[config.mk]
export PLATFORM = sky130hd
export DESIGN_NAME = two_wire_humidity_sensor_master_unit
export DESIGN_NICKNAME = d
export VERILOG_FILES = /design/src/rtl/core/thsm_pkg.sv /design/src/rtl/core/two_wire_humidity_sensor_master_unit.sv /design/src/rtl/core/thsm_cfg_regs.sv /design/src/rtl/core/thsm_seq.sv /design/src/rtl/core/thsm_out_reg.sv
export VERILOG_INCLUDE_DIRS = /design/src /design/src/rtl/core
export SDC_FILE = /design/constraint.sdc
export NUM_CORES = 1
export LEC_CHECK = 0
export ABC_AREA = 1
export BUFFER_PORTS_ARGS = -buffer_cell sky130_fd_sc_hd__buf_2
export CAP_MARGIN = 10
export CELL_PAD_IN_SITES_DETAIL_PLACEMENT = 0
export CELL_PAD_IN_SITES_GLOBAL_PLACEMENT = 1
export CORE_MARGIN = 2
export CORE_UTILIZATION = 43
export DETAILED_ROUTE_END_ITERATION = 12
export PLACE_DENSITY_LB_ADDON = 0.12
export REMOVE_ABC_BUFFERS = 1
export SLEW_MARGIN = 20
export SYNTH_ARGS = -nofsm -noshare
export SYNTH_HDL_FRONTEND = slang
export SYNTH_SLANG_ARGS = --single-unit
[constraint.sdc]
create_clock -name aclk -period 2.99 [get_ports aclk]
set_clock_uncertainty 0.2 [all_clocks]
set_input_delay 0 -clock aclk [delete_from_list [all_inputs] [get_ports aclk]]
set_output_delay 0 -clock aclk [all_outputs]
set_load 0.02 [all_outputs]
[src/rtl/core/two_wire_humidity_sensor_master_unit_assert.svh]
// Assertion macros used by the sensor master sequencer
`ifndef TWO_WIRE_HUMIDITY_SENSOR_MASTER_UNIT_ASSERT_SVH
`define TWO_WIRE_HUMIDITY_SENSOR_MASTER_UNIT_ASSERT_SVH

// same-cycle implication, checked outside reset
`define THSM_ASSERT_IMP(label, ante, cons) \
    label: assert property (@(posedge aclk) disable iff (!aresetn) (ante) |-> (cons)) \
        else $error("thsm assertion failed");

// next-cycle implication, checked outside reset
`define THSM_ASSERT_NXT(label, ante, cons) \
    label: assert property (@(posedge aclk) disable iff (!aresetn) (ante) |=> (cons)) \
        else $error("thsm assertion failed");

`endif

[src/rtl/core/thsm_pkg.sv]
// Package: types, codes and constants of the two-wire sensor master
package thsm_pkg;

    localparam int RESET_PULSES = 9;
    localparam int READ_BYTES   = 2;

    localparam logic [3:0] RESET_PULSES_C = 4'(RESET_PULSES);
    localparam logic [4:0] READ_BYTES_C   = 5'(READ_BYTES);

    // start pattern, bit k is tick k
    localparam logic [6:0] TS_SCK_PAT = 7'b0110110;
    localparam logic [6:0] TS_SDA_PAT = 7'b1100011;

    localparam logic [1:0] REG_TEMP_CMD     = 2'd0;
    localparam logic [1:0] REG_HUMID_CMD    = 2'd1;
    localparam logic [1:0] REG_STATUS_CMD   = 2'd2;
    localparam logic [1:0] REG_SOFT_RST_CMD = 2'd3;

    localparam logic [2:0] OP_TEMP       = 3'd0;
    localparam logic [2:0] OP_HUMID      = 3'd1;
    localparam logic [2:0] OP_WR_STATUS  = 3'd2;
    localparam logic [2:0] OP_SOFT_RESET = 3'd3;
    localparam logic [2:0] OP_CONN_RESET = 3'd4;

    typedef enum logic [4:0] {
        PH_IDLE     = 5'd0,
        PH_CR_SETUP = 5'd1,
        PH_CR_HIGH  = 5'd2,
        PH_CR_LOW   = 5'd3,
        PH_TS0      = 5'd4,
        PH_TS1      = 5'd5,
        PH_TS2      = 5'd6,
        PH_TS3      = 5'd7,
        PH_TS4      = 5'd8,
        PH_TS5      = 5'd9,
        PH_TS6      = 5'd10,
        PH_WB_SET   = 5'd11,
        PH_WB_HIGH  = 5'd12,
        PH_ACK_LOW  = 5'd13,
        PH_ACK_HIGH = 5'd14,
        PH_ACK_END  = 5'd15,
        PH_WAIT     = 5'd16,
        PH_RB_HIGH  = 5'd17,
        PH_RB_LOW   = 5'd18,
        PH_RA_SET   = 5'd19,
        PH_RA_HIGH  = 5'd20,
        PH_RA_LOW   = 5'd21
    } phase_t;

    typedef struct packed {
        logic [7:0] temp_cmd;
        logic [7:0] humid_cmd;
        logic [7:0] status_cmd;
        logic [7:0] soft_rst_cmd;
    } cfg_t;

    typedef struct packed {
        logic        start_req;
        logic [2:0]  opcode;
        logic [7:0]  status_value;
        logic        sda_sample;
    } req_t;

    typedef struct packed {
        logic        sck_level;
        logic        sda_drive_enable;
        logic        sda_drive_level;
        logic        busy_res;
        logic        done_res;
        logic [15:0] reading;
        logic [1:0]  missing_acks;
    } result_t;

endpackage

[src/rtl/core/two_wire_humidity_sensor_master_unit.sv]
// Top level of the two-wire humidity sensor master
//  port group | handshake         | carries
//  cfg_*      | cfg_wr_en         | command code registers 0..3
//  s_*        | s_valid / s_ready | one bus tick: request, opcode, status byte, SDA sample
//  m_*        | m_valid / m_ready | pin levels, busy, done, reading, missing acks
// One tick is taken per cycle while s_ready is high; each tick's result appears in the
// result register in the next cycle. The sequencer state updates only on an accepted
// tick, so the bus timing follows the tick rate. s_ready drops only while a result is
// held and m_ready is low. Reset is synchronous and active low; it returns the
// sequencer to idle and restores the default command codes.
module two_wire_humidity_sensor_master_unit (
    input  logic        aclk,
    input  logic        aresetn,
    input  logic        cfg_wr_en,
    input  logic [1:0]  cfg_addr,
    input  logic [7:0]  cfg_wdata,
    input  logic        s_valid,
    output logic        s_ready,
    input  logic        s_start_req,
    input  logic [2:0]  s_opcode,
    input  logic [7:0]  s_status_value,
    input  logic        s_sda_sample,
    output logic        m_valid,
    input  logic        m_ready,
    output logic        m_sck_level,
    output logic        m_sda_drive_enable,
    output logic        m_sda_drive_level,
    output logic        m_busy_res,
    output logic        m_done_res,
    output logic [15:0] m_reading,
    output logic [1:0]  m_missing_acks
);
    import thsm_pkg::*;

    cfg_t    cfg;
    req_t    req;
    result_t res;
    result_t m_res;
    logic    step;

    assign req.start_req    = s_start_req;
    assign req.opcode       = s_opcode;
    assign req.status_value = s_status_value;
    assign req.sda_sample   = s_sda_sample;

    assign step = s_valid && s_ready;

    thsm_cfg_regs u_cfg (
        .aclk      (aclk),
        .aresetn   (aresetn),
        .cfg_wr_en (cfg_wr_en),
        .cfg_addr  (cfg_addr),
        .cfg_wdata (cfg_wdata),
        .cfg       (cfg)
    );

    thsm_seq u_seq (
        .aclk    (aclk),
        .aresetn (aresetn),
        .step    (step),
        .req     (req),
        .cfg     (cfg),
        .res     (res)
    );

    thsm_out_reg u_out (
        .aclk    (aclk),
        .aresetn (aresetn),
        .step    (step),
        .res     (res),
        .s_ready (s_ready),
        .m_valid (m_valid),
        .m_ready (m_ready),
        .m_res   (m_res)
    );

    assign m_sck_level        = m_res.sck_level;
    assign m_sda_drive_enable = m_res.sda_drive_enable;
    assign m_sda_drive_level  = m_res.sda_drive_level;
    assign m_busy_res         = m_res.busy_res;
    assign m_done_res         = m_res.done_res;
    assign m_reading          = m_res.reading;
    assign m_missing_acks     = m_res.missing_acks;

endmodule

[src/rtl/core/thsm_cfg_regs.sv]
// Command code registers written through the configuration port
module thsm_cfg_regs (
    input  logic          aclk,
    input  logic          aresetn,
    input  logic          cfg_wr_en,
    input  logic [1:0]    cfg_addr,
    input  logic [7:0]    cfg_wdata,
    output thsm_pkg::cfg_t cfg
);
    import thsm_pkg::*;

    cfg_t cfg_reg;

    always_ff @(posedge aclk) begin
        if (!aresetn) begin
            cfg_reg.temp_cmd     <= 8'd3;
            cfg_reg.humid_cmd    <= 8'd5;
            cfg_reg.status_cmd   <= 8'd6;
            cfg_reg.soft_rst_cmd <= 8'd30;
        end else if (cfg_wr_en) begin
            case (cfg_addr)
                REG_TEMP_CMD:     cfg_reg.temp_cmd     <= cfg_wdata;
                REG_HUMID_CMD:    cfg_reg.humid_cmd    <= cfg_wdata;
                REG_STATUS_CMD:   cfg_reg.status_cmd   <= cfg_wdata;
                REG_SOFT_RST_CMD: cfg_reg.soft_rst_cmd <= cfg_wdata;
                default: ;
            endcase
        end
    end

    assign cfg = cfg_reg;

endmodule

[src/rtl/core/thsm_seq.sv]
// Waveform sequencer: one bus step per accepted tick
module thsm_seq (
    input  logic              aclk,
    input  logic              aresetn,
    input  logic              step,
    input  thsm_pkg::req_t    req,
    input  thsm_pkg::cfg_t    cfg,
    output thsm_pkg::result_t res
);
    import thsm_pkg::*;

    `include "two_wire_humidity_sensor_master_unit_assert.svh"

    phase_t      phase_reg, phase_next;
    logic [3:0]  bit_pos_reg, bit_pos_next;
    logic [15:0] shift_reg, shift_next;
    logic [1:0]  nack_reg, nack_next;
    logic [2:0]  op_reg, op_next;
    logic [3:0]  pulse_cnt_reg, pulse_cnt_next;

    always_ff @(posedge aclk) begin
        if (!aresetn) begin
            phase_reg     <= PH_IDLE;
            bit_pos_reg   <= '0;
            shift_reg     <= '0;
            nack_reg      <= '0;
            op_reg        <= '0;
            pulse_cnt_reg <= '0;
        end else if (step) begin
            phase_reg     <= phase_next;
            bit_pos_reg   <= bit_pos_next;
            shift_reg     <= shift_next;
            nack_reg      <= nack_next;
            op_reg        <= op_next;
            pulse_cnt_reg <= pulse_cnt_next;
        end
    end

    always_comb begin
        phase_t     ph;
        logic [2:0] k;
        logic [3:0] pc_inc;
        logic [3:0] bp_inc;
        logic [4:0] pc_plus;

        phase_next     = phase_reg;
        bit_pos_next   = bit_pos_reg;
        shift_next     = shift_reg;
        nack_next      = nack_reg;
        op_next        = op_reg;
        pulse_cnt_next = pulse_cnt_reg;
        res            = '0;

        // take a request only while idle and only for a known opcode
        if (phase_reg == PH_IDLE && req.start_req && req.opcode <= OP_CONN_RESET) begin
            op_next        = req.opcode;
            nack_next      = '0;
            pulse_cnt_next = '0;
            bit_pos_next   = '0;
            case (req.opcode)
                OP_TEMP:       shift_next = {cfg.temp_cmd, 8'h00};
                OP_HUMID:      shift_next = {cfg.humid_cmd, 8'h00};
                OP_WR_STATUS:  shift_next = {cfg.status_cmd, req.status_value};
                OP_SOFT_RESET: shift_next = {cfg.soft_rst_cmd, 8'h00};
                default:       shift_next = '0;
            endcase
            phase_next = (req.opcode >= OP_SOFT_RESET) ? PH_CR_SETUP : PH_TS0;
        end

        ph      = phase_next;
        k       = 3'(ph - PH_TS0);
        pc_inc  = pulse_cnt_next + 4'd1;
        bp_inc  = bit_pos_next + 4'd1;
        pc_plus = {1'b0, pulse_cnt_next} + 5'd1;

        res.busy_res = (ph != PH_IDLE);

        case (ph)
            PH_IDLE: ;
            PH_CR_SETUP: begin
                res.sda_drive_enable = 1'b1;
                res.sda_drive_level  = 1'b1;
                phase_next           = PH_CR_HIGH;
            end
            PH_CR_HIGH: begin
                res.sck_level        = 1'b1;
                res.sda_drive_enable = 1'b1;
                res.sda_drive_level  = 1'b1;
                phase_next           = PH_CR_LOW;
            end
            PH_CR_LOW: begin
                res.sda_drive_enable = 1'b1;
                res.sda_drive_level  = 1'b1;
                if (pc_inc >= RESET_PULSES_C) begin
                    pulse_cnt_next = '0;
                    phase_next     = PH_TS0;
                end else begin
                    pulse_cnt_next = pc_inc;
                    phase_next     = PH_CR_HIGH;
                end
            end
            PH_TS0, PH_TS1, PH_TS2, PH_TS3, PH_TS4, PH_TS5, PH_TS6: begin
                res.sck_level        = TS_SCK_PAT[k];
                res.sda_drive_enable = 1'b1;
                res.sda_drive_level  = TS_SDA_PAT[k];
                if (ph != PH_TS6) begin
                    phase_next = phase_t'(ph + 5'd1);
                end else if (op_next == OP_CONN_RESET) begin
                    res.done_res = 1'b1;
                    phase_next   = PH_IDLE;
                end else begin
                    bit_pos_next = '0;
                    phase_next   = PH_WB_SET;
                end
            end
            PH_WB_SET: begin
                res.sda_drive_enable = 1'b1;
                res.sda_drive_level  = shift_next[15];
                phase_next           = PH_WB_HIGH;
            end
            PH_WB_HIGH: begin
                res.sck_level        = 1'b1;
                res.sda_drive_enable = 1'b1;
                res.sda_drive_level  = shift_next[15];
                shift_next           = {shift_next[14:0], 1'b0};
                if (bp_inc >= 4'd8) begin
                    bit_pos_next = '0;
                    phase_next   = PH_ACK_LOW;
                end else begin
                    bit_pos_next = bp_inc;
                    phase_next   = PH_WB_SET;
                end
            end
            PH_ACK_LOW: phase_next = PH_ACK_HIGH;
            PH_ACK_HIGH: begin
                res.sck_level = 1'b1;
                if (req.sda_sample && nack_next != 2'd3) begin
                    nack_next = nack_next + 2'd1;
                end
                phase_next = PH_ACK_END;
            end
            PH_ACK_END: begin
                // status write sends its value byte after the command byte
                if (op_next == OP_WR_STATUS && pulse_cnt_next == 4'd0) begin
                    pulse_cnt_next = 4'd1;
                    bit_pos_next   = '0;
                    phase_next     = PH_WB_SET;
                end else if (op_next <= OP_HUMID) begin
                    phase_next = PH_WAIT;
                end else begin
                    res.done_res = 1'b1;
                    phase_next   = PH_IDLE;
                end
            end
            PH_WAIT: begin
                if (!req.sda_sample) begin
                    bit_pos_next   = '0;
                    pulse_cnt_next = '0;
                    phase_next     = PH_RB_HIGH;
                end
            end
            PH_RB_HIGH: begin
                res.sck_level = 1'b1;
                shift_next    = {shift_next[14:0], req.sda_sample};
                bit_pos_next  = bp_inc;
                phase_next    = PH_RB_LOW;
            end
            PH_RB_LOW: begin
                if (bit_pos_next >= 4'd8) begin
                    bit_pos_next = '0;
                    phase_next   = PH_RA_SET;
                end else begin
                    phase_next = PH_RB_HIGH;
                end
            end
            PH_RA_SET: begin
                res.sda_drive_enable = 1'b1;
                res.sda_drive_level  = (pc_plus >= READ_BYTES_C);
                phase_next           = PH_RA_HIGH;
            end
            PH_RA_HIGH: begin
                res.sck_level        = 1'b1;
                res.sda_drive_enable = 1'b1;
                res.sda_drive_level  = (pc_plus >= READ_BYTES_C);
                phase_next           = PH_RA_LOW;
            end
            PH_RA_LOW: begin
                pulse_cnt_next = pc_inc;
                if ({1'b0, pc_inc} >= READ_BYTES_C) begin
                    res.done_res = 1'b1;
                    res.reading  = shift_next;
                    phase_next   = PH_IDLE;
                end else begin
                    bit_pos_next = '0;
                    phase_next   = PH_RB_HIGH;
                end
            end
            default: phase_next = PH_IDLE;
        endcase

        if (res.done_res) begin
            res.missing_acks = nack_next;
        end
    end

    `THSM_ASSERT_IMP(a_done_busy, step && res.done_res, res.busy_res)
    `THSM_ASSERT_IMP(a_reading_on_done, step && (res.reading != 16'd0), res.done_res)
    `THSM_ASSERT_NXT(a_done_idle, step && res.done_res, phase_reg == PH_IDLE)
    `THSM_ASSERT_IMP(a_acks_on_done, step && (res.missing_acks != 2'd0), res.done_res)

endmodule

[src/rtl/core/thsm_out_reg.sv]
// Result register between the sequencer and the result channel
module thsm_out_reg (
    input  logic              aclk,
    input  logic              aresetn,
    input  logic              step,
    input  thsm_pkg::result_t res,
    output logic              s_ready,
    output logic              m_valid,
    input  logic              m_ready,
    output thsm_pkg::result_t m_res
);
    import thsm_pkg::*;

    logic    valid_reg;
    result_t data_reg;

    // refill in the same cycle the held transaction drains
    assign s_ready = !valid_reg || m_ready;

    always_ff @(posedge aclk) begin
        if (!aresetn) begin
            valid_reg <= 1'b0;
        end else if (step) begin
            valid_reg <= 1'b1;
        end else if (m_ready) begin
            valid_reg <= 1'b0;
        end
    end

    always_ff @(posedge aclk) begin
        if (step) begin
            data_reg <= res;
        end
    end

    assign m_valid = valid_reg;
    assign m_res   = data_reg;

endmodule
After elaboration in Yosys (flattened, before gate mapping) --
Memory sizes are Yosys's and may differ from the RTL's. Cells that the tools add are included. Widths: inputs -> output; s select.
Word-level totals: bits of input ports 28, ROM bits 16, memories kept 2, word-level logic and storage cells 135, register bits after elaboration 90, output and inout port bits 25
Cells by class: magnitude comparators 9, eq/ne operators 31, reduce and logical (&&, ||, !) cells 24, add/subtract/negate cells 6, mux-type cells 45
Memory list:
- (no name shown) | depth 8, bits a word 1, read ports 1, clocked after memory_dff 0, write ports 0, line thsm_seq.sv:103 | res.sck_level = TS_SCK_PAT[k];
- (no name shown) | depth 8, bits a word 1, read ports 1, clocked after memory_dff 0, write ports 0, line thsm_seq.sv:105 | res.sda_drive_level = TS_SDA_PAT[k];
Operators with widths (count):
- $pmux 5 s16 | 1
- $pmux 16 s4 | 1
- $mux 4 | 13
- $eq 5x4->1 const B | 8
- $pmux 16 s2 | 1
- $eq 5x5->1 const B | 6
- $mux 5 | 6
- $pmux 4 s7 | 1
- $eq 5x3->1 const B | 4
- $mux 17 | 1
- $mux 16 | 1
- $pmux 4 s4 | 1
- $ge 4x4->1 const B | 3
- $mux 3 | 4
- $eq 5x2->1 const B | 2
- $logic_not 5->1 | 2
- $reduce_and 2->1 | 5
- $eq 3x2->1 const B | 3
- $add 4x1->4 const B | 2
- $mux 1 | 8
- $mux 2 | 4
- $pmux 2 s4 | 1
- $reduce_or 7->1 | 1
- $add 4x1->5 const B | 1
- 29 further kinds | 35

Logic depth before layout (Yosys ltp) --
Gate-level depths: netlist (run 1).
depth in word-level cells 8, gate-level depth with buffers 21, mapped depth without buffers 21

Hierarchy --
A second synthesis (run 1) with hierarchy kept.
Unflattened totals: cell total of the unflattened synthesis 791, area, all modules 5397.7 um^2
Modules (own cells, without submodules):
- thsm_seq | area each 3364.5 um^2, times used 1, cells each 569, seq. area each 680.7 um^2
- thsm_cfg_regs | area each 1288.7 um^2, times used 1, cells each 191, seq. area each 640.6 um^2
- thsm_out_reg | area each 737.0 um^2, times used 1, cells each 29, seq. area each 710.7 um^2
- two_wire_humidity_sensor_master_unit | area each 7.5 um^2, times used 1, cells each 2, seq. area each 0.0 um^2

Worst setup path before layout (run 1) --
OpenSTA, ideal clock, no wires.
kind flip-flop to flip-flop, start point register u_seq.phase_reg[1], end point register u_seq.bit_pos_reg[0], buffers on the path 0, slack 239 ps, stages on the path, launching flop included 20, required time 2658 ps, setup time 132 ps, clock period less this slack 2751 ps, arrival 2419 ps, cells stage by stage dfxtp_1 -> inv_1 -> nand2_2 -> nor2_8 -> nand3_4 -> inv_1 -> o21ai_1 -> nand2_1 -> inv_1 -> ha_1 -> o21ai_0 -> nand3_1 -> nand3_1 -> nand2_1 -> nand2_1 -> nand2_2 -> nor2_4 -> nand3_1 -> nand2_1 -> a21oi_1
On the way: longest elaborated chain between the ends 8, elaborated cells between the ends (all ways) 39, classes of those cells 2 x add/sub; 3 x order compare; 16 x eq/ne; 12 x mux; 6 x reduce/logical
RTL lines:
- start: declaration | line thsm_seq.sv:14 | phase_t phase_reg, phase_next;
- start signal: assignment | line thsm_seq.sv:30 | phase_reg <= phase_next;
- $logic_not 5->1 | line thsm_seq.sv:55 | if (phase_reg == PH_IDLE && req.start_req && req.opcode <= OP_CONN_RESET) begin
- $logic_and 1x1->1 (2 in a row) | line thsm_seq.sv:55
- $mux 4 or $mux 3 (tied branches) | line thsm_seq.sv:55
- $add 4x1->4 (tied with other cells) | line thsm_seq.sv:72 | pc_inc = pulse_cnt_next + 4'd1;
- $ge 4x2->1 (tied with other cells) | line thsm_seq.sv:189 | if ({1'b0, pc_inc} >= READ_BYTES_C) begin
- $mux 4 (on tied branches)
- $pmux 4 s7 * | line thsm_seq.sv:78 | case (ph)
- end signal: assignment | line thsm_seq.sv:31 | bit_pos_reg <= bit_pos_next;
- end: declaration | line thsm_seq.sv:15 | logic [3:0] bit_pos_reg, bit_pos_next;
Every way passes the cells marked *; elsewhere a longest branch is shown, timed or not. A chain may end at the register's enable or synchronous reset.

Worst setup path after layout (run 1) --
start point register u_seq.phase_reg[4], end point register u_seq.bit_pos_reg[2]
The elaborated chain is that of the path after synthesis.

==> impl_metrics.py, run 1 <==
metrics = {
    "status": {
        "status": "complete, no violations",
    },
    "worst_hold_path": {
        "holdPathStages": 7,
        "worstHoldStart": "s_opcode[1]",
        "hp-class": "in -> reg",
        "hold_end": "u_seq.op_reg[1]$_SDFFE_PN0P_",
    },
    "final_layout": {
        "drive_gt1_share_pct": 15.9,
        "fin_area_um2": 6230,
        "syn2layout_area_growth_pct": 22.7,
        "largest_register_ffs": 32,
        "filler_cell_count": 1116,
        "antenna_cells": 0,
        "final_cell_mix": "166 x nand2_1, 96 x nor2_1, 79 x inv_1, 66 x dfxtp_1, 59 x a21oi_1",
        "multi_input_area_um2": 2610,
        "final_common_cell": "nand2_1",
        "nets": 849,
        "register_area_um2": 2030,
    },
    "cts": {
        "clock-sinks": 90,
        "clockBufferDepth": 2,
        "cts.clk_slew.worst_paths_ps": 60,
        "cts_max_level": 3,
        "cts_buffers": 9,
        "clock_latency_ps": 340,
        "cts_tree": "yes",
        "cts_root_buf": "clkbuf_16",
    },
    "synth": {
        "synth_cells": 716,
        "synth_area_leaders": "dfxtp_1 26%, edfxtp_1 14%, nand2_1 12%",
        "syn-mean-instance-area_um2": 7.09,
        "ys_seq_area_share_pct": 40.0,
        "ys_seq_elements": 90,
        "syn_area_um2": 5080,
        "yosys.area.top_type": "dfxtp_1",
        "synth_top_area_share_pct": 26.4,
        "synth_cell_type_count": 38,
        "ys_warn_count": 0,
    },
    "detailed_routing": {
        "wl_per_cell_um": 14.9,
        "drt_iter0_drc": 287,
        "drtAntennaViolNets": 0,
        "routed-via-count": 4998,
        "drt-total-wl_um": 14300,
        "drt_pass1_iterations": 5,
        "drc": 0,
        "via_per_inst": 5.21,
    },
    "setup_path": {
        "critPathBufInv": 6,
        "rr_worst_depth": 22,
        "cpMostUsedCell": "inv_1",
        "critPathArrivalTime_ps": 2830,
        "crit_family": "simple AND/OR/NAND/NOR gates",
        "path_max_fanout": 8,
        "crit_type": "reg -> reg",
        "endpoint_kind": "flip-flop",
        "start_kind": "flip-flop",
        "crit_required_ps": 3020,
        "r2r_slack_ps": 200,
        "crit_path_cell_trace": "inv_4 > nand2_4 > nor2_8 > nand3_4 > inv_1 > o21ai_1 > nand2_1 > inv_1 > ha_1 > inv_1 > nor2_1 > inv_1 > buf_4 > nand3_1 > nand3_1 > nand2_2 > nand2_1 > nand2_2 > nor2_4 > nand2_1 > nand3_1 > a21oi_1",
        "reg2reg_to": "u_seq.bit_pos_reg[2]$_SDFFE_PN0P_",
        "critPathMaxStageDelay_ps": 330,
        "crit_slowest_cell": "dfxtp_1",
        "reg2reg_from": "u_seq.phase_reg[4]$_SDFFE_PN0P_",
    },
    "global_route": {
        "first_global_vias": 4878,
        "grt_max_degree": 49,
        "track_usage_pct": 23.5,
        "antenna_found_initial": 0,
        "grt_pass1_wl_um": 23800,
        "grt-ovfl-total": 0,
    },
    "timing": {
        "slew-limit-headroom_pct": 48.8,
        "final_hold_viol_count": 0,
        "fmax_ghz": 0.358,
        "rsz0062_at_grt": "yes",
        "worst_pin_slew_ps": 767,
        "final_max_slew_viol_count": 0,
        "period_minus_slack_ps": 2790,
        "setup-violations-final": 0,
        "finalSetupTns_ps": 0,
        "fin_crit_sh_pct": 93.5,
    },
    "placement": {
        "io_buffer_count": 52,
        "placed_area_um2": 5560,
        "place.gp.congestion": 0.943,
        "dp_hpwl_um": 9830,
    },
    "power_and_ir_drop": {
        "peakVddDrop_mv": 0.344,
        "p_leak_nw": 2.81,
        "p_per_area_nw_per_um2": 480,
    },
    "floorplan": {
        "coreArea_um2": 11500,
        "die_x_um": 113,
        "core.rowCount": 39,
        "die_y_um": 113,
        "die-area_um2": 12700,
        "initial_core_util_pct": 44.3,
        "io-pin-count": 53,
    },
    "flow_run": {
        "maxCapViolCount": 0,
    },
}
final cells by class:
| class | count | area share [%] |
|---|---|---|
| Inverter | 86 | 5.22 |
| Multi-Input combinational cell | 514 | 41.9 |
| Tap cell | 143 | 2.87 |
| Clock buffer | 12 | 3.96 |
| Timing Repair Buffer | 110 | 13.0 |
| Sequential cell | 90 | 32.6 |
| Clock inverter | 4 | 0.422 |
routing by layer:
| layer | wire length (um) | GRT usage, % | part of all wire (%) | vias up |
|---|---|---|---|---|
| met4 | 489 | 10.7 | 3.4 | 0 |
| met1 | 6270 | 28.7 | 44 | 2309 |
| met3 | 590 | 4.00 | 4.1 | 36 |
| li1 | - | - | - | 2525 |
| met2 | 6970 | 40.4 | 49 | 128 |
| met5 | 0 | 0 | 0 | - |
cells in the mapped netlist, drive strengths merged:
library cell / count
ha: 10
nand3b: 1
xnor2: 2
a221oi: 2
edfxtp: 23
nor2: 108
xor2: 1
clkbuf: 18
o21ai: 65
and2: 1
o21bai: 1
nand2: 178
nand4: 6
inv: 85
o22ai: 1
buf: 8
mux2i: 7
o211ai: 6
a21oi: 59
nand3: 49
nor3: 7
o2111ai: 6
clkinv: 1
dfxtp: 67
a31oi: 4
stage by stage:
stage | setup slack, ps | total power [W] | hold slack, ps | util (%) | instances
after CTS | 57.8 | 0.00299 | 86.2 | 53.9 | 956
after global routing | -31.8 | 0.00313 | 141 | 54.3 | 959
after detailed placement | 64.5 | 0.00190 | 64.9 | 48.5 | 905
final | 195 | 0.00299 | 95.8 | 54.3 | 959
after global placement | 123 | 0.00190 | 57.2 | 48.5 | 905
after floorplan | -358 | 0.00172 | -116 | - | 690
worst min-delay path: cells and delay by family:
kind            cells  cell delay (ps)
compound gates      1               80
buf+inv             4              340
simple gates        2              180
how the worst max path moves through the flow:
stage / from / end / cells past startpoint / slack, ps
floorplan: u_seq.phase_reg[1]$_SDFFE_PN0P_ / u_seq.shift_reg[8]$_SDFFE_PN0P_ / 17 / -360
global placement: u_seq.phase_reg[4]$_SDFFE_PN0P_ / u_out.m_res[1]$_SDFFCE_PN0P_ / 17 / 120
detailed placement: u_seq.phase_reg[1]$_SDFFE_PN0P_ / u_seq.bit_pos_reg[2]$_SDFFE_PN0P_ / 19 / 60
CTS: u_seq.phase_reg[1]$_SDFFE_PN0P_ / u_seq.bit_pos_reg[2]$_SDFFE_PN0P_ / 19 / 60
global route: u_seq.phase_reg[4]$_SDFFE_PN0P_ / u_seq.shift_reg[7]$_SDFFE_PN0P_ / 17 / -30
finish: u_seq.phase_reg[4]$_SDFFE_PN0P_ / u_seq.bit_pos_reg[2]$_SDFFE_PN0P_ / 22 / 200
power breakdown:
| part | internal [W] | switching, W | total (W) |
|---|---|---|---|
| combinational | 0.000207 | 0.000372 | 0.000579 |
| sequential | 0.00132 | 0.0000282 | 0.00134 |
| clock | 0.000588 | 0.000480 | 0.00107 |
| total | 0.00211 | 0.000880 | 0.00299 |
cells by family after synthesis:
logic type      after synthesis  synth area share [%]
compound gates              144                  15.5
flops                        90                  40.0
xor+xnor                      3                 0.518
fa+ha+maj                    10                  2.46
buf+inv                     112                  9.02
mux                           7                  1.38
simple gates                350                  31.1
repair_timing:
item,in CTS,in global routing
endpoints found under the hold margin,51,0
hold buffers,35,0
gates resized for setup,0,13
endpoints found under the setup margin,0,37
buffers inserted,0,3
(Power assumes the default switching activity.)
==> run 2, diff against run 1 <==
- CORE_UTILIZATION: 43 -> 39
- CTS_CLUSTER_DIAMETER: default -> 200
- REMOVE_ABC_BUFFERS: 1 -> default
- clock period: 2.99 -> 2.52 ns (I/O delays scaled with it)
==> impl_metrics.py, run 2 (synthesis gave the netlist of run 1 again) <==
metrics = {
    "status": {
        "status": "complete, no violations",
    },
    "timing": {
        "setup-violations-final": 0,
        "worst_pin_slew_ps": 807,
        "rsz0062_at_grt": "yes",
        "fin_crit_sh_pct": 97.4,
        "final_hold_viol_count": 0,
        "fmax_ghz": 0.407,
        "whs_ps": 1.29,
        "period_minus_slack_ps": 2450,
        "final_max_slew_viol_count": 0,
        "slew-limit-headroom_pct": 46.1,
        "finalSetupTns_ps": 0,
    },
    "synth": {
        "syn_nets": 754,
    },
    "setup_path": {
        "start_kind": "flip-flop",
        "crit_required_ps": 2540,
        "reg2reg_to": "u_seq.bit_pos_reg[0]$_SDFFE_PN0P_",
        "crit_type": "reg -> reg",
        "rr_worst_depth": 19,
        "path_max_fanout": 4,
        "r2r_slack_ps": 70,
        "reg2reg_from": "u_seq.phase_reg[1]$_SDFFE_PN0P_",
        "critPathArrivalTime_ps": 2480,
        "endpoint_kind": "flip-flop",
        "critPathMaxStageDelay_ps": 320,
        "crit_path_cell_trace": "inv_2 > nand2_4 > nor2_8 > nand3_4 > inv_4 > o21ai_4 > nand2_4 > ha_4 > inv_2 > nor2_4 > inv_2 > o211ai_1 > nand2_2 > nand2_2 > nor2_4 > nor2_4 > nand3_1 > nand2_1 > a21oi_1",
        "crit_slowest_cell": "dfxtp_2",
    },
    "worst_hold_path": {
        "worstHoldStart": "s_status_value[7]",
        "hold_end": "u_seq.shift_reg[7]$_SDFFE_PN0P_",
        "hp-class": "in -> reg",
        "holdPathStages": 5,
    },
    "detailed_routing": {
        "wl_per_cell_um": 14.9,
        "drc": 0,
        "drtAntennaViolNets": 0,
        "drt_iter0_drc": 260,
        "drt-total-wl_um": 15500,
        "via_per_inst": 4.90,
        "routed-via-count": 5114,
        "drt_pass1_iterations": 4,
    },
    "floorplan": {
        "io-pin-count": 53,
        "die-area_um2": 13900,
        "die_x_um": 118,
        "core.rowCount": 41,
        "initial_core_util_pct": 40.1,
        "die_y_um": 118,
        "coreArea_um2": 12700,
    },
    "final_layout": {
        "fin_cells": 1043,
        "drive_gt1_share_pct": 28.9,
        "filler_cell_count": 1244,
        "final_cell_mix": "151 x nand2_1, 88 x nor2_1, 79 x buf_4, 67 x inv_1, 64 x dfxtp_1",
        "syn2layout_area_growth_pct": 38.3,
        "final_common_cell": "nand2_1",
        "nets": 904,
        "fin_area_um2": 7020,
        "antenna_cells": 0,
        "largest_register_ffs": 32,
    },
    "global_route": {
        "grt_max_degree": 49,
        "first_global_vias": 4742,
        "antenna_found_initial": 1,
        "grt-ovfl-total": 0,
        "grt_pass1_wl_um": 24800,
        "track_usage_pct": 22.4,
    },
    "power_and_ir_drop": {
        "peakVddDrop_mv": 0.434,
        "p_per_area_nw_per_um2": 543,
        "power_w": 0.00381,
        "p_leak_nw": 3.11,
    },
    "cts": {
        "cts_tree": "yes",
        "cts_max_level": 3,
        "cts_root_buf": "clkbuf_16",
        "clockBufferDepth": 2,
        "cts_buffers": 9,
        "clock_latency_ps": 350,
        "clock-sinks": 90,
        "cts.clk_slew.worst_paths_ps": 70,
    },
    "placement": {
        "placed_area_um2": 5990,
        "io_buffer_count": 52,
        "dp.cells": 983,
        "place.gp.congestion": 0.913,
        "dp_hpwl_um": 10900,
    },
    "flow_run": {
        "maxCapViolCount": 0,
    },
}
run 2: changes by cell type in the layout (fill, tap and decap cells not counted), moves of 7 or more:
cell,change
buf_4,+59
nand2_1,-15
inv_1,-12
nand2_2,+9
nor2_1,-8
ha_1,-7
inv_4,+7
run 2: layer usage:
layer | routed length (um) | track usage [%]
met4 | 204 | 6.63
met1 | 7840 | 32.9
met5 | 0 | 0
met2 | 6830 | 33.8
met3 | 638 | 3.20
run 2: area by class of cell:
class | count | area (um^2) | share of cell area [%]
clock inverters | 4 | 31.3 | 0.445
flip-flops and latches | 90 | 2040 | 29.0
well taps | 172 | 215 | 3.06
clock buffers | 12 | 258 | 3.67
inverters | 86 | 343 | 4.88
multi-input cells | 514 | 2930 | 41.6
repair buffers | 165 | 1220 | 17.3
run 2: stage by stage:
stage | utilization (%) | setup WS, ps
global route | 55.4 | -87.8
CTS | 53.1 | 37.1
floorplan | - | 3.93
global placement | 47.2 | -251
finish | 55.4 | 66.0
detailed placement | 47.2 | -268
run 2: what timing repair did:
action | CTS | global route
gates resized for setup | 38 | 60
setup buffers | 4 | 11
hold buffers | 30 | 0
hold endpoints to repair | 60 | 0
endpoints found under the setup margin | 39 | 50
pin swaps | 18 | 33
run 2: critical path: cells and delay by family, from the launching register on:
kind,cells,cell delay [ps]
buf+inv,4,280
fa+ha+maj,1,150
compound gates,3,310
flops,1,320
simple gates,11,1060
run 2: power breakdown:
group / switching (W) / internal [W] / total (W)
Sequential: 0.0000348 / 0.00156 / 0.00160
Combinational: 0.000522 / 0.000358 / 0.000881
Clock: 0.000597 / 0.000738 / 0.00134
Total: 0.00115 / 0.00266 / 0.00381
run 2: how the worst max path moves through the flow:
stage,slack (ps),end,cells past startpoint,start
after floorplan,4,u_seq.bit_pos_reg[0]$_SDFFE_PN0P_,21,u_seq.phase_reg[4]$_SDFFE_PN0P_
after global routing,-90,u_seq.pulse_cnt_reg[1]$_SDFFE_PN0P_,18,u_seq.phase_reg[1]$_SDFFE_PN0P_
final,70,u_seq.bit_pos_reg[0]$_SDFFE_PN0P_,19,u_seq.phase_reg[1]$_SDFFE_PN0P_
after global placement,-250,u_seq.phase_reg[0]$_SDFFE_PN0P_,21,u_seq.phase_reg[0]$_SDFFE_PN0P_
after CTS,40,u_seq.bit_pos_reg[2]$_SDFFE_PN0P_,22,u_seq.phase_reg[1]$_SDFFE_PN0P_
after detailed placement,-270,u_seq.bit_pos_reg[2]$_SDFFE_PN0P_,21,u_seq.phase_reg[0]$_SDFFE_PN0P_
==> run 3, diff against run 2 <==
- ABC_AREA: 1 -> default
- CORE_UTILIZATION: 39 -> 40
==> impl_metrics.py, run 3 <==
metrics = {
    "final_layout": {
        "final_cell_mix": "108 x nand2_1, 87 x buf_4, 64 x dfxtp_1, 52 x buf_2, 49 x a21oi_1",
        "syn2layout_area_growth_pct": 49.2,
        "final_util_pct": 61.2,
        "largest_register_ffs": 32,
        "final_common_cell": "nand2_1",
        "filler_cell_count": 1134,
        "nets": 822,
        "drive_gt1_share_pct": 38.0,
        "fin_area_um2": 7720,
        "antenna_cells": 0,
    },
    "timing": {
        "fmax_ghz": 0.340,
        "worst_pin_slew_ps": 616,
        "fin_crit_sh_pct": 117,
        "final_hold_viol_count": 0,
        "slew-limit-headroom_pct": 58.8,
        "period_minus_slack_ps": 2940,
        "final_max_slew_viol_count": 0,
        "rsz0062_at_grt": "yes",
        "fin_ws_ps": -422,
        "setup-violations-final": 53,
    },
    "synth": {
        "syn_area_um2": 5180,
        "synth_area_leaders": "dfxtp_1 26%, edfxtp_1 13%, nand2_1 8.6%",
        "ys_seq_elements": 90,
        "synth_cells": 618,
        "ys_warn_count": 0,
        "syn_nets": 656,
        "synthFlopType": "dfxtp_1",
        "synthArstFlopShare_pct": 0,
        "ys_seq_area_share_pct": 39.3,
        "ys_top_cells_by_count": "119 x nand2_1, 67 x dfxtp_1, 57 x nor2_1",
        "synth_cell_type_count": 67,
        "synth-edff-count": 23,
        "synth_top_area_share_pct": 25.9,
        "yosys.area.top_type": "dfxtp_1",
        "syn-mean-instance-area_um2": 8.38,
        "synth.most_common_cell": "nand2_1",
    },
    "global_route": {
        "grt-ovfl-total": 0,
        "grt_max_degree": 24,
        "track_usage_pct": 25.7,
        "first_global_vias": 5179,
        "grt_pass1_wl_um": 28100,
        "antenna_found_initial": 0,
    },
    "cts": {
        "cts_buffers": 9,
        "cts.clk_slew.worst_paths_ps": 70,
        "cts_root_buf": "clkbuf_16",
        "cts_tree": "yes",
        "cts_max_level": 3,
        "clock_latency_ps": 360,
        "clockBufferDepth": 2,
        "clock-sinks": 90,
    },
    "status": {
        "status": "complete, but fails checks",
        "violations": "negative setup slack",
    },
    "floorplan": {
        "die-area_um2": 13900,
        "initial_core_util_pct": 41.0,
        "die_y_um": 118,
        "core.rowCount": 41,
        "io-pin-count": 53,
        "die_x_um": 118,
        "coreArea_um2": 12600,
    },
    "placement": {
        "place.gp.congestion": 0.900,
        "dp_hpwl_um": 12000,
        "placed_area_um2": 6250,
        "io_buffer_count": 52,
    },
    "setup_path": {
        "crit_type": "reg -> reg",
        "critPathArrivalTime_ps": 2980,
        "crit_required_ps": 2560,
        "start_kind": "flip-flop",
        "path_max_fanout": 6,
        "endpoint_kind": "flip-flop",
    },
    "detailed_routing": {
        "drc": 0,
        "wl_per_cell_um": 18.1,
        "drtAntennaViolNets": 0,
        "routed-via-count": 5313,
        "via_per_inst": 5.53,
        "drt_iter0_drc": 445,
        "drt_pass1_iterations": 5,
        "drt-total-wl_um": 17400,
    },
    "flow_run": {
        "maxCapViolCount": 0,
    },
    "power_and_ir_drop": {
        "peakVddDrop_mv": 0.360,
        "p_leak_nw": 3.04,
        "p_per_area_nw_per_um2": 533,
    },
    "worst_hold_path": {
        "hp-class": "in -> reg",
    },
}
[run 3: cell types whose count changed after synthesis, sizes merged, moves of 19 or more]
cell	previous run	this run
inv	85	12
nand2	178	121
nor2	108	57
o21ai	65	25
and2	1	20
mux2i	7	26
[run 3: through the flow]
stage / worst slack [ps] / setup TNS, ps / cells / hold slack, ps / total power (W)
floorplan: -303 / -6710 / 618 / -76.0 / 0.00216
global placement: -434 / -10690 / 887 / 50.0 / 0.00255
detailed placement: -451 / -13690 / 887 / 58.2 / 0.00255
CTS: -361 / -6800 / 951 / 34.8 / 0.00406
global route: -499 / -12670 / 961 / 71.5 / 0.00430
finish: -422 / -8120 / 961 / 47.6 / 0.00412
[run 3: area by class of cell]
type / instances / area [um^2] / area share, %
multi-input cells: 475 / 3550 / 46.0
flip-flops and latches: 90 / 2040 / 26.5
repair buffers: 195 / 1560 / 20.2
clock buffers: 12 / 258 / 3.34
well taps: 172 / 215 / 2.79
inverters: 13 / 56.3 / 0.729
clock inverters: 4 / 33.8 / 0.437
[run 3: repair_timing]
item                                   in CTS  in global routing
hold buffers                               32                  0
buffers inserted                           13                 11
pin swaps                                  47                 28
setup endpoints to repair                  52                 58
cloned                                      3                  0
endpoints found under the hold margin      48                  0
gates resized for setup                   100                 55
[run 3: per-layer routing]
layer	wire (um)	vias to the layer above	share of wire, %	GRT usage [%]
li1	-	2549	-	-
met1	8160	2551	47	36.4
met2	7870	185	45	39.3
met3	1020	28	5.8	4.22
met4	353	0	2.0	9.26
met5	0	-	0	0
[run 3: worst paths after layout]
kind / from / slack [ps] / depth (start not counted) / endpoint
hold / removal: cfg_wr_en / 50 / 4 / u_cfg.cfg[2]$_SDFFE_PN1P_
hold reg to reg: u_cfg.cfg[19]$_SDFFE_PN0P_ / 250 / 2 / u_cfg.cfg[19]$_SDFFE_PN0P_
setup / recovery: u_seq.phase_reg[1]$_SDFFE_PN0P_ / -420 / 10 / u_seq.phase_reg[0]$_SDFFE_PN0P_
setup reg to reg: u_seq.phase_reg[1]$_SDFFE_PN0P_ / -420 / 10 / u_seq.phase_reg[0]$_SDFFE_PN0P_
[run 3: critical path, cell delays in order (launching register included)]
cell and delay, ps:
dfxtp_4 360, nor4b_4 290, buf_4 180, a41oi_4 160, ha_2 210, or3_4 440
o211ai_4 260, nor2_4 90, o31ai_4 260, nand2_1 120, a32o_1 250
[run 3: cell families (layout without fill, tap and decap cells)]
kind of cell / after synthesis / after routing / share of synthesized area (%)
adders and majority gates: 10 / 10 / 2.42
DFF: 90 / 90 / 39.3
and+or+nand+nor: 277 / 277 / 24.9
buffers and inverters: 53 / 224 / 4.18
muxes: 34 / 34 / 8.51
xor gates and xnor gates: 6 / 6 / 1.02
AOI/OAI and AO/OA: 148 / 148 / 19.7
[run 3: power by group]
group | total (W) | switching (W) | leakage, nW | internal [W]
logic | 0.00120 | 0.000645 | 2.12 | 0.000553
clock network | 0.00134 | 0.000603 | 0.144 | 0.000739
registers | 0.00158 | 0.0000271 | 0.779 | 0.00155
